<file path="config.mk">
export PLATFORM = sky130hd
export DESIGN_NAME = epoch_seconds_to_calendar_date_core
export DESIGN_NICKNAME = d
export VERILOG_FILES = /design/src/hw/rtl/epc_pkg.sv /design/src/hw/rtl/epoch_seconds_to_calendar_date_core.sv /design/src/hw/rtl/epc_sub_unit.sv /design/src/hw/rtl/epc_len_sel.sv
export SDC_FILE = /design/constraint.sdc
export NUM_CORES = 1
export LEC_CHECK = 0
export ABC_AREA = 1
export BUFFER_PORTS_ARGS = -buffer_cell sky130_fd_sc_hd__clkbuf_2
export CORE_MARGIN = 3
export CORE_UTILIZATION = 50
export CTS_CLUSTER_DIAMETER = 40
export DETAILED_ROUTE_END_ITERATION = 7
export PLACE_DENSITY = 0.69
export SKIP_LAST_GASP = 1
export SYNTH_ARGS = -nofsm -noshare
export SYNTH_HDL_FRONTEND = slang
export SYNTH_HIERARCHICAL = 1
export SYNTH_SLANG_ARGS = --single-unit
</file>
<file path="constraint.sdc">
create_clock -name i_clk -period 7.5 [get_ports i_clk]
set_input_delay 0.375 -clock i_clk [delete_from_list [all_inputs] [get_ports i_clk]]
set_output_delay 0.375 -clock i_clk [all_outputs]
set_load 0.005 [all_outputs]
</file>
<file path="src/hw/rtl/epc_pkg.sv">
`timescale 1ns / 1ps
// ----------------------------------------------------------------------------
// epc_pkg: shared types and constants of the epoch-to-calendar converter
// Unit lengths in seconds, conversion phases, leap-year test and month table.
// ----------------------------------------------------------------------------
package epc_pkg;

    localparam int unsigned SecW = 31;

    typedef logic [SecW-1:0] t_secs;
    typedef logic [2:0]      t_phase;

    // Conversion phases, walked in this order
    localparam t_phase PH_YEAR  = 3'd0;
    localparam t_phase PH_MONTH = 3'd1;
    localparam t_phase PH_DAY   = 3'd2;
    localparam t_phase PH_HOUR  = 3'd3;
    localparam t_phase PH_MIN   = 3'd4;

    localparam t_secs SECS_PER_MIN   = 31'd60;
    localparam t_secs SECS_PER_HOUR  = 31'd3600;
    localparam t_secs SECS_PER_DAY   = 31'd86400;
    localparam t_secs SECS_YEAR      = 31'd31536000;
    localparam t_secs SECS_LEAP_YEAR = 31'd31622400;

    localparam logic [7:0] EPOCH_YEAR = 8'd70;
    localparam logic [3:0] MONTH_LAST = 4'd11;

    // Length selection handed to the shared subtract unit
    typedef struct packed {
        t_secs len;
        logic  allow;
    } t_len_sel;

    // Result of one compare-and-subtract step
    typedef struct packed {
        logic  take;
        t_secs diff;
    } t_sub_res;

    // Leap test on a year counted from 1900. Over the 8-bit range the
    // centuries are 1900, 2000 and 2100; only 2000 divides by 400.
    function automatic logic leap_of(input logic [7:0] yr);
        logic div4;
        logic bad_century;
        div4        = (yr[1:0] == 2'b00);
        bad_century = (yr == 8'd0) || (yr == 8'd200);
        return div4 && !bad_century;
    endfunction

    // Month length in seconds, February stretched in a leap year
    function automatic t_secs month_secs(input logic [3:0] mon, input logic leap);
        t_secs len;
        unique case (mon)
            4'd1:    len = leap ? 31'd2505600 : 31'd2419200;
            4'd3,
            4'd5,
            4'd8,
            4'd10:   len = 31'd2592000;
            default: len = 31'd2678400;
        endcase
        return len;
    endfunction

endpackage

</file>
<file path="src/hw/rtl/epoch_seconds_to_calendar_date_core.sv">
`timescale 1ns / 1ps
// ----------------------------------------------------------------------------
// epoch_seconds_to_calendar_date_core: seconds since 1970 to calendar date
// Breaks a 31-bit epoch second count into year, month, day, hour, minute
// and second by repeated subtraction through one shared subtractor.
// ----------------------------------------------------------------------------
// Usage:
//   Input channel: i_valid / o_stall carry i_seconds_since_epoch. o_stall is
//   high while a conversion runs; a transfer happens when i_valid is high and
//   o_stall is low.
//   Output channel: o_valid / i_stall carry the six date and time fields.
//   Each step removes one whole year, month, day, hour or minute, or moves
//   on to the next phase; after the minute phase the result is loaded. The
//   single compare-and-subtract unit does every step; one conversion runs at
//   a time.
//   The next transfer can happen the cycle after a result is loaded.
//   The result sits in an output register, so a new input is taken as soon
//   as a conversion has moved its result there, even while it still waits.
//   When the receiver stalls with the output register full, a finished
//   conversion holds until the register frees up.
//   Reset (i_rst_n low, synchronous) returns to idle and drops any pending
//   result.
// ----------------------------------------------------------------------------
module epoch_seconds_to_calendar_date_core (
    input  logic                i_clk,
    input  logic                i_rst_n,
    input  logic                i_valid,
    output logic                o_stall,
    input  epc_pkg::t_secs      i_seconds_since_epoch,
    output logic                o_valid,
    input  logic                i_stall,
    output logic [7:0]          o_years_since_1900,
    output logic [3:0]          o_month_index,
    output logic [4:0]          o_day_of_month,
    output logic [4:0]          o_hour_of_day,
    output logic [5:0]          o_minute_of_hour,
    output logic [5:0]          o_second_of_minute
);
    import epc_pkg::*;

    localparam logic ST_IDLE = 1'b0;
    localparam logic ST_RUN  = 1'b1;

    logic       r_state, n_state;
    t_phase     r_phase, n_phase;
    t_secs      r_rem,   n_rem;
    logic [7:0] r_year,  n_year;
    logic [3:0] r_month, n_month;
    logic [4:0] r_day,   n_day;
    logic [4:0] r_hour,  n_hour;
    logic [5:0] r_min,   n_min;
    logic       r_out_valid, n_out_valid;

    logic [7:0] r_o_year;
    logic [3:0] r_o_month;
    logic [4:0] r_o_day;
    logic [4:0] r_o_hour;
    logic [5:0] r_o_min;
    logic [5:0] r_o_sec;

    t_len_sel w_sel;
    t_sub_res w_sub;
    logic     w_load;

    epc_len_sel u_len_sel (
        .i_phase (r_phase),
        .i_year  (r_year),
        .i_month (r_month),
        .o_sel   (w_sel)
    );

    epc_sub_unit u_sub_unit (
        .i_rem (r_rem),
        .i_sel (w_sel),
        .o_res (w_sub)
    );

    always_comb begin
        n_state     = r_state;
        n_phase     = r_phase;
        n_rem       = r_rem;
        n_year      = r_year;
        n_month     = r_month;
        n_day       = r_day;
        n_hour      = r_hour;
        n_min       = r_min;
        w_load      = 1'b0;
        n_out_valid = r_out_valid && i_stall;

        unique case (r_state)
            ST_IDLE: begin
                if (i_valid) begin
                    n_state = ST_RUN;
                    n_phase = PH_YEAR;
                    n_rem   = i_seconds_since_epoch;
                    n_year  = EPOCH_YEAR;
                    n_month = '0;
                    n_day   = '0;
                    n_hour  = '0;
                    n_min   = '0;
                end
            end
            ST_RUN: begin
                if (w_sub.take) begin
                    n_rem = w_sub.diff;
                    unique case (r_phase)
                        PH_YEAR:  n_year  = r_year + 8'd1;
                        PH_MONTH: n_month = r_month + 4'd1;
                        PH_DAY:   n_day   = r_day + 5'd1;
                        PH_HOUR:  n_hour  = r_hour + 5'd1;
                        default:  n_min   = r_min + 6'd1;
                    endcase
                end else if (r_phase != PH_MIN) begin
                    n_phase = r_phase + 3'd1;
                end else if (!r_out_valid || !i_stall) begin
                    // Hand the result over once the output register frees up
                    w_load      = 1'b1;
                    n_out_valid = 1'b1;
                    n_state     = ST_IDLE;
                end
            end
            default: n_state = ST_IDLE;
        endcase
    end

    always_ff @(posedge i_clk) begin
        if (!i_rst_n) begin
            r_state     <= ST_IDLE;
            r_out_valid <= 1'b0;
        end else begin
            r_state     <= n_state;
            r_out_valid <= n_out_valid;
        end
    end

    always_ff @(posedge i_clk) begin
        r_phase <= n_phase;
        r_rem   <= n_rem;
        r_year  <= n_year;
        r_month <= n_month;
        r_day   <= n_day;
        r_hour  <= n_hour;
        r_min   <= n_min;
        if (w_load) begin
            r_o_year  <= r_year;
            r_o_month <= r_month;
            r_o_day   <= r_day + 5'd1;
            r_o_hour  <= r_hour;
            r_o_min   <= r_min;
            r_o_sec   <= r_rem[5:0];
        end
    end

    assign o_stall            = (r_state != ST_IDLE);
    assign o_valid            = r_out_valid;
    assign o_years_since_1900 = r_o_year;
    assign o_month_index      = r_o_month;
    assign o_day_of_month     = r_o_day;
    assign o_hour_of_day      = r_o_hour;
    assign o_minute_of_hour   = r_o_min;
    assign o_second_of_minute = r_o_sec;

`ifndef ASSERT_OFF
    a_start_epoch: assert property (@(posedge i_clk) disable iff (!i_rst_n)
        (i_valid && !o_stall) |=> (r_state == ST_RUN && r_phase == PH_YEAR &&
                                   r_year == EPOCH_YEAR))
        else $error("conversion did not start at the epoch year");

    a_rem_below_day: assert property (@(posedge i_clk) disable iff (!i_rst_n)
        (r_state == ST_RUN && (r_phase == PH_HOUR || r_phase == PH_MIN))
            |-> (r_rem < SECS_PER_DAY))
        else $error("remainder reached time of day phases above one day");

    a_result_range: assert property (@(posedge i_clk) disable iff (!i_rst_n)
        $rose(o_valid) |-> (o_month_index <= MONTH_LAST && o_day_of_month != 5'd0 &&
                            o_hour_of_day <= 5'd23 && o_minute_of_hour <= 6'd59 &&
                            o_second_of_minute <= 6'd59))
        else $error("result field out of range");

    a_load_frees: assert property (@(posedge i_clk) disable iff (!i_rst_n)
        w_load |=> (o_valid && r_state == ST_IDLE))
        else $error("finished conversion did not reach the output register");
`endif

endmodule

</file>
<file path="src/hw/rtl/epc_sub_unit.sv">
`timescale 1ns / 1ps
// ----------------------------------------------------------------------------
// epc_sub_unit: shared compare-and-subtract unit
// Takes one unit length off the remaining seconds when it is allowed and fits.
// ----------------------------------------------------------------------------
module epc_sub_unit (
    input  epc_pkg::t_secs    i_rem,
    input  epc_pkg::t_len_sel i_sel,
    output epc_pkg::t_sub_res o_res
);
    import epc_pkg::*;

    logic [SecW:0] w_diff;

    assign w_diff     = {1'b0, i_rem} - {1'b0, i_sel.len};
    // No borrow means rem >= len
    assign o_res.take = i_sel.allow && !w_diff[SecW];
    assign o_res.diff = w_diff[SecW-1:0];

endmodule

</file>
<file path="src/hw/rtl/epc_len_sel.sv">
`timescale 1ns / 1ps
// ----------------------------------------------------------------------------
// epc_len_sel: unit length selection
// Picks the length of the next year, month, day, hour or minute to remove.
// ----------------------------------------------------------------------------
module epc_len_sel (
    input  epc_pkg::t_phase   i_phase,
    input  logic [7:0]        i_year,
    input  logic [3:0]        i_month,
    output epc_pkg::t_len_sel o_sel
);
    import epc_pkg::*;

    logic w_leap;

    assign w_leap = leap_of(i_year);

    always_comb begin
        o_sel.len   = SECS_PER_MIN;
        o_sel.allow = 1'b0;
        unique case (i_phase)
            PH_YEAR: begin
                o_sel.len   = w_leap ? SECS_LEAP_YEAR : SECS_YEAR;
                o_sel.allow = 1'b1;
            end
            PH_MONTH: begin
                // December absorbs whatever is left of the year
                o_sel.len   = month_secs(i_month, w_leap);
                o_sel.allow = (i_month < MONTH_LAST);
            end
            PH_DAY: begin
                o_sel.len   = SECS_PER_DAY;
                o_sel.allow = 1'b1;
            end
            PH_HOUR: begin
                o_sel.len   = SECS_PER_HOUR;
                o_sel.allow = 1'b1;
            end
            PH_MIN: begin
                o_sel.len   = SECS_PER_MIN;
                o_sel.allow = 1'b1;
            end
            default: begin
                o_sel.len   = SECS_PER_MIN;
                o_sel.allow = 1'b0;
            end
        endcase
    end

endmodule

</file>
==> results.md <==
* Syn_area_per_cell at 7.433 µm²
* Switching share of power at 43.50%
* Synth Cell Area at 6994 µm²
* Cells after Synth at 941
* Final Max Slew Viols at 0
* Finished Layout Cells at 1188
* Routability congestion estimate at 0.9386
* Initial core utilization at 51.99%
* CP Data Required Time at 7.54 ns
* Int Pwr at 0.001327 W
* Synth top area share at 41.22%
* Top_reg_cell synth: edfxtp_1
* Fin util at 57.23%
* FFs w/ async S/R, synth at 0%
* Clock root buffer: clkbuf_16
* Final net count at 1084
* Most frequent cell after synthesis: nand2_1
* Antenna violations before repair at 0
* Placed insts at 1172
* Max FO, Critical Path at 21
* CTS Buf Count at 9
* Design area at 7699 µm²
* Hold crit path type: input port to flip-flop
* FF-to-FF Start: r_phase[2]$_SDFFCE_PN0P_
* Pin count of the biggest net entering global routing at 48
* Synthesized-area fraction occupied by and/or/nand/nor cells at 31.61%
* CTS max path bufs at 2
* # hold bufs at CTS at 0
* RSZ-0062 raised after global routing: false
* Worst-path clk slew at 0.07 ns
* Yosys cell types at 37
* Final hold violations at 0
* Hold path depth at 3
* Largest area contributor in the netlist: edfxtp_1
* DRC at 0
* Yosys reg bits at 98
* LEAKAGE at 4.026 nW
* Pre-CTS setup slack at 3.586 ns
* Ys Warns at 6
* Worst Skew at 0.008408 ns
* Global-route wire length before repair at 25690 µm
* Area post-placement at 7418 µm²
* Power per cell area at 305.2 nW/µm²
* Worst-skew pair later-pin latency at 0.36 ns
* Post-CTS Setup Inserts at 0
* Worst r2r dst: r_rem[9]$_DFFE_PP_
* Final period util at 52.29%
* WHS Endpoint: o_stall$_SDFF_PN0_
* Part of the power in registers at 33.6%
* Total GRT Usage at 20.38%
* Post-DRT Antenna Nets at 0
* Status: finished clean
* Worst-case vdd ir drop at 0.1550 mV
* Mux contribution to synthesized area at 0%
* Clk pwr share at 19.3%
* Via count at 5792
* Die Wd at 124.3 µm
* CP Class: flip-flop to flip-flop
* Area growth syn-to-layout at 10.07%
* Top cells by area, synth: edfxtp_1 (41%), nand2_1 (19%), inv_1 (9.3%)
* Routed length per placed instance at 12.84 µm
* Post_cts resized at 0
* Crit path capture type: flip-flop
* Largest family of logic cells by synthesized area: simple AND/OR/NAND/NOR gates
* Core Region at 13450 µm²
* Seq/Total Area, Yosys at 41.79%
* Xor and xnor area share after synthesis at 3.005%
* I/O pin cnt at 71
* Total wire length after detailed routing at 15250 µm
* Synth Area in Compound Gates at 3.453%
* GR Overflow Total at 0
* Hold path startpoint: i_rst_n
* H-tree levels at 3
* CP Launch Type: flip-flop
* Period minus WS final at 3.921 ns
* Rel. slew slack at 35.29%
* Vias in the first global route at 5380
* Setup slack after layout at 3.579 ns
* DP Wirelength at 11820 µm
* Slew @ Worst Pin at 0.9706 ns
* 1st-iter DRT viols at 574
* Final setup vio count at 0
* R2R cell count at 18
* Number of max-cap violations at 0
* Setup TNS at 0 ns
* Synth cell count leaders: nand2_1 (358), inv_1 (173), edfxtp_1 (96), nor2_1 (74), nand3_1 (46)
* First-pass iteration count of the detailed router at 5
* Via density at 4.875
* WP data arrival at 3.96 ns
* TritonCTS clock tree: yes
* Antenna cells at 0
* Clk sinks at 98
* R2R Setup Slk at 3.58 ns
* Die height at 124.3 µm
* Gate power share at 47.2%
* NetSw at 0.001022 W
* Full die area at 15440 µm²
* Cell row count at 42
* Max Freq at 255.0 MHz
* Port Buffer Count at 70
* Layout cells sized above 1 at 12.15%
* Adder-Cell Fraction of Synth Area at 7.621%
* Post-synth EDFFs at 96
==> power by group through the flow <==
stage	registers [W]	logic, W	clock network [W]
floorplan	0.000772	0.000865	0
global placement	0.000797	0.00109	0
detailed placement	0.000800	0.00109	0
CTS	0.000788	0.00110	0.000459
global route	0.000800	0.00127	0.000482
finish	0.000788	0.00111	0.000453
==> per-layer routing <==
| layer | global-route usage [%] | wire [µm] |
|---|---|---|
| met1 | 28.27 | 7319 |
| met2 | 32.22 | 6896 |
| met3 | 3.645 | 733 |
| met4 | 7.221 | 303 |
| met5 | 0 | 0 |
==> worst max path at each step <==
stage                     cells past startpoint                     start             endpoint
final                                        18  r_phase[2]$_SDFFCE_PN0P_   r_rem[9]$_DFFE_PP_
after global placement                       16  r_phase[2]$_SDFFCE_PN0P_  r_rem[10]$_DFFE_PP_
after global routing                         14  r_phase[2]$_SDFFCE_PN0P_  r_rem[10]$_DFFE_PP_
after detailed placement                     14  r_phase[2]$_SDFFCE_PN0P_   r_rem[0]$_DFFE_PP_
after floorplan                              18  r_phase[2]$_SDFFCE_PN0P_   r_rem[0]$_DFFE_PP_
after CTS                                    14  r_phase[2]$_SDFFCE_PN0P_   r_rem[9]$_DFFE_PP_
==> sequential cells by signal, summed over array words and instances (netlist names) <==
register / flops
o_day_of_month: 5
o_hour_of_day: 5
o_minute_of_hour: 6
o_month_index: 4
o_second_of_minute: 6
o_stall: 1
o_valid: 1
o_years_since_1900: 8
r_day: 5
r_hour: 5
r_min: 6
r_month: 4
r_phase: 3
r_rem: 31
r_year: 8
==> stage by stage <==
| step | hold WS, ns | power [W] |
|---|---|---|
| floorplan | 0.4264 | 0.001637 |
| global placement | 0.4330 | 0.001883 |
| detailed placement | 0.4484 | 0.001888 |
| CTS | 0.2532 | 0.002344 |
| global route | 0.2668 | 0.002556 |
| finish | 0.2602 | 0.002350 |
==> cell type report <==
cell class	count	area, µm²
fillers	1310	5754
multi-input cells	647	3233
flip-flops and latches	98	2924
inverters	178	668.1
repair buffers	73	372.9
clock buffers	10	229.0
well taps	176	220.2
clock inverters	6	51.30
==> layout by cell type (no fill, tap or decap), drive strengths merged, types with 3 or more instances in the layout <==
cell type  count
ha            41
o21bai         3
nand4          5
a21oi         30
nor2          83
xnor2          6
inv          181
conb          10
nand2        369
or2            4
o21ai          6
clkbuf        80
nand3         51
and2           3
edfxtp        96
buf            3
nor3          11
xor2          18
==> critical path: stages (launching register included) <==
cell and delay (ns):
edfxtp_1 0.58, nor3_4 0.30, nand2_2 0.11, nor2_4 0.13, nor2_2 0.04, nand3_2 0.09, inv_1 0.05, ha_1 0.34
nand2_1 0.07, inv_1 0.08, nand2_1 0.07, nor3_1 0.13, nand2_1 0.09, nand2_2 0.09, nand2_1 0.06, a21boi_1 0.35
o21ai_2 0.16, inv_1 0.45, buf_4 0.39
==> cell families after synthesis <==
| group | count (synthesis) |
|---|---|
| AOI/OAI and AO/OA | 43 |
| xor gates and xnor gates | 24 |
| adders and majority gates | 42 |
| buffers and inverters | 205 |
| DFF | 98 |
| other | 1 |
| and+or+nand+nor | 528 |
No activity file was read; power rests on OpenSTA's default activity.
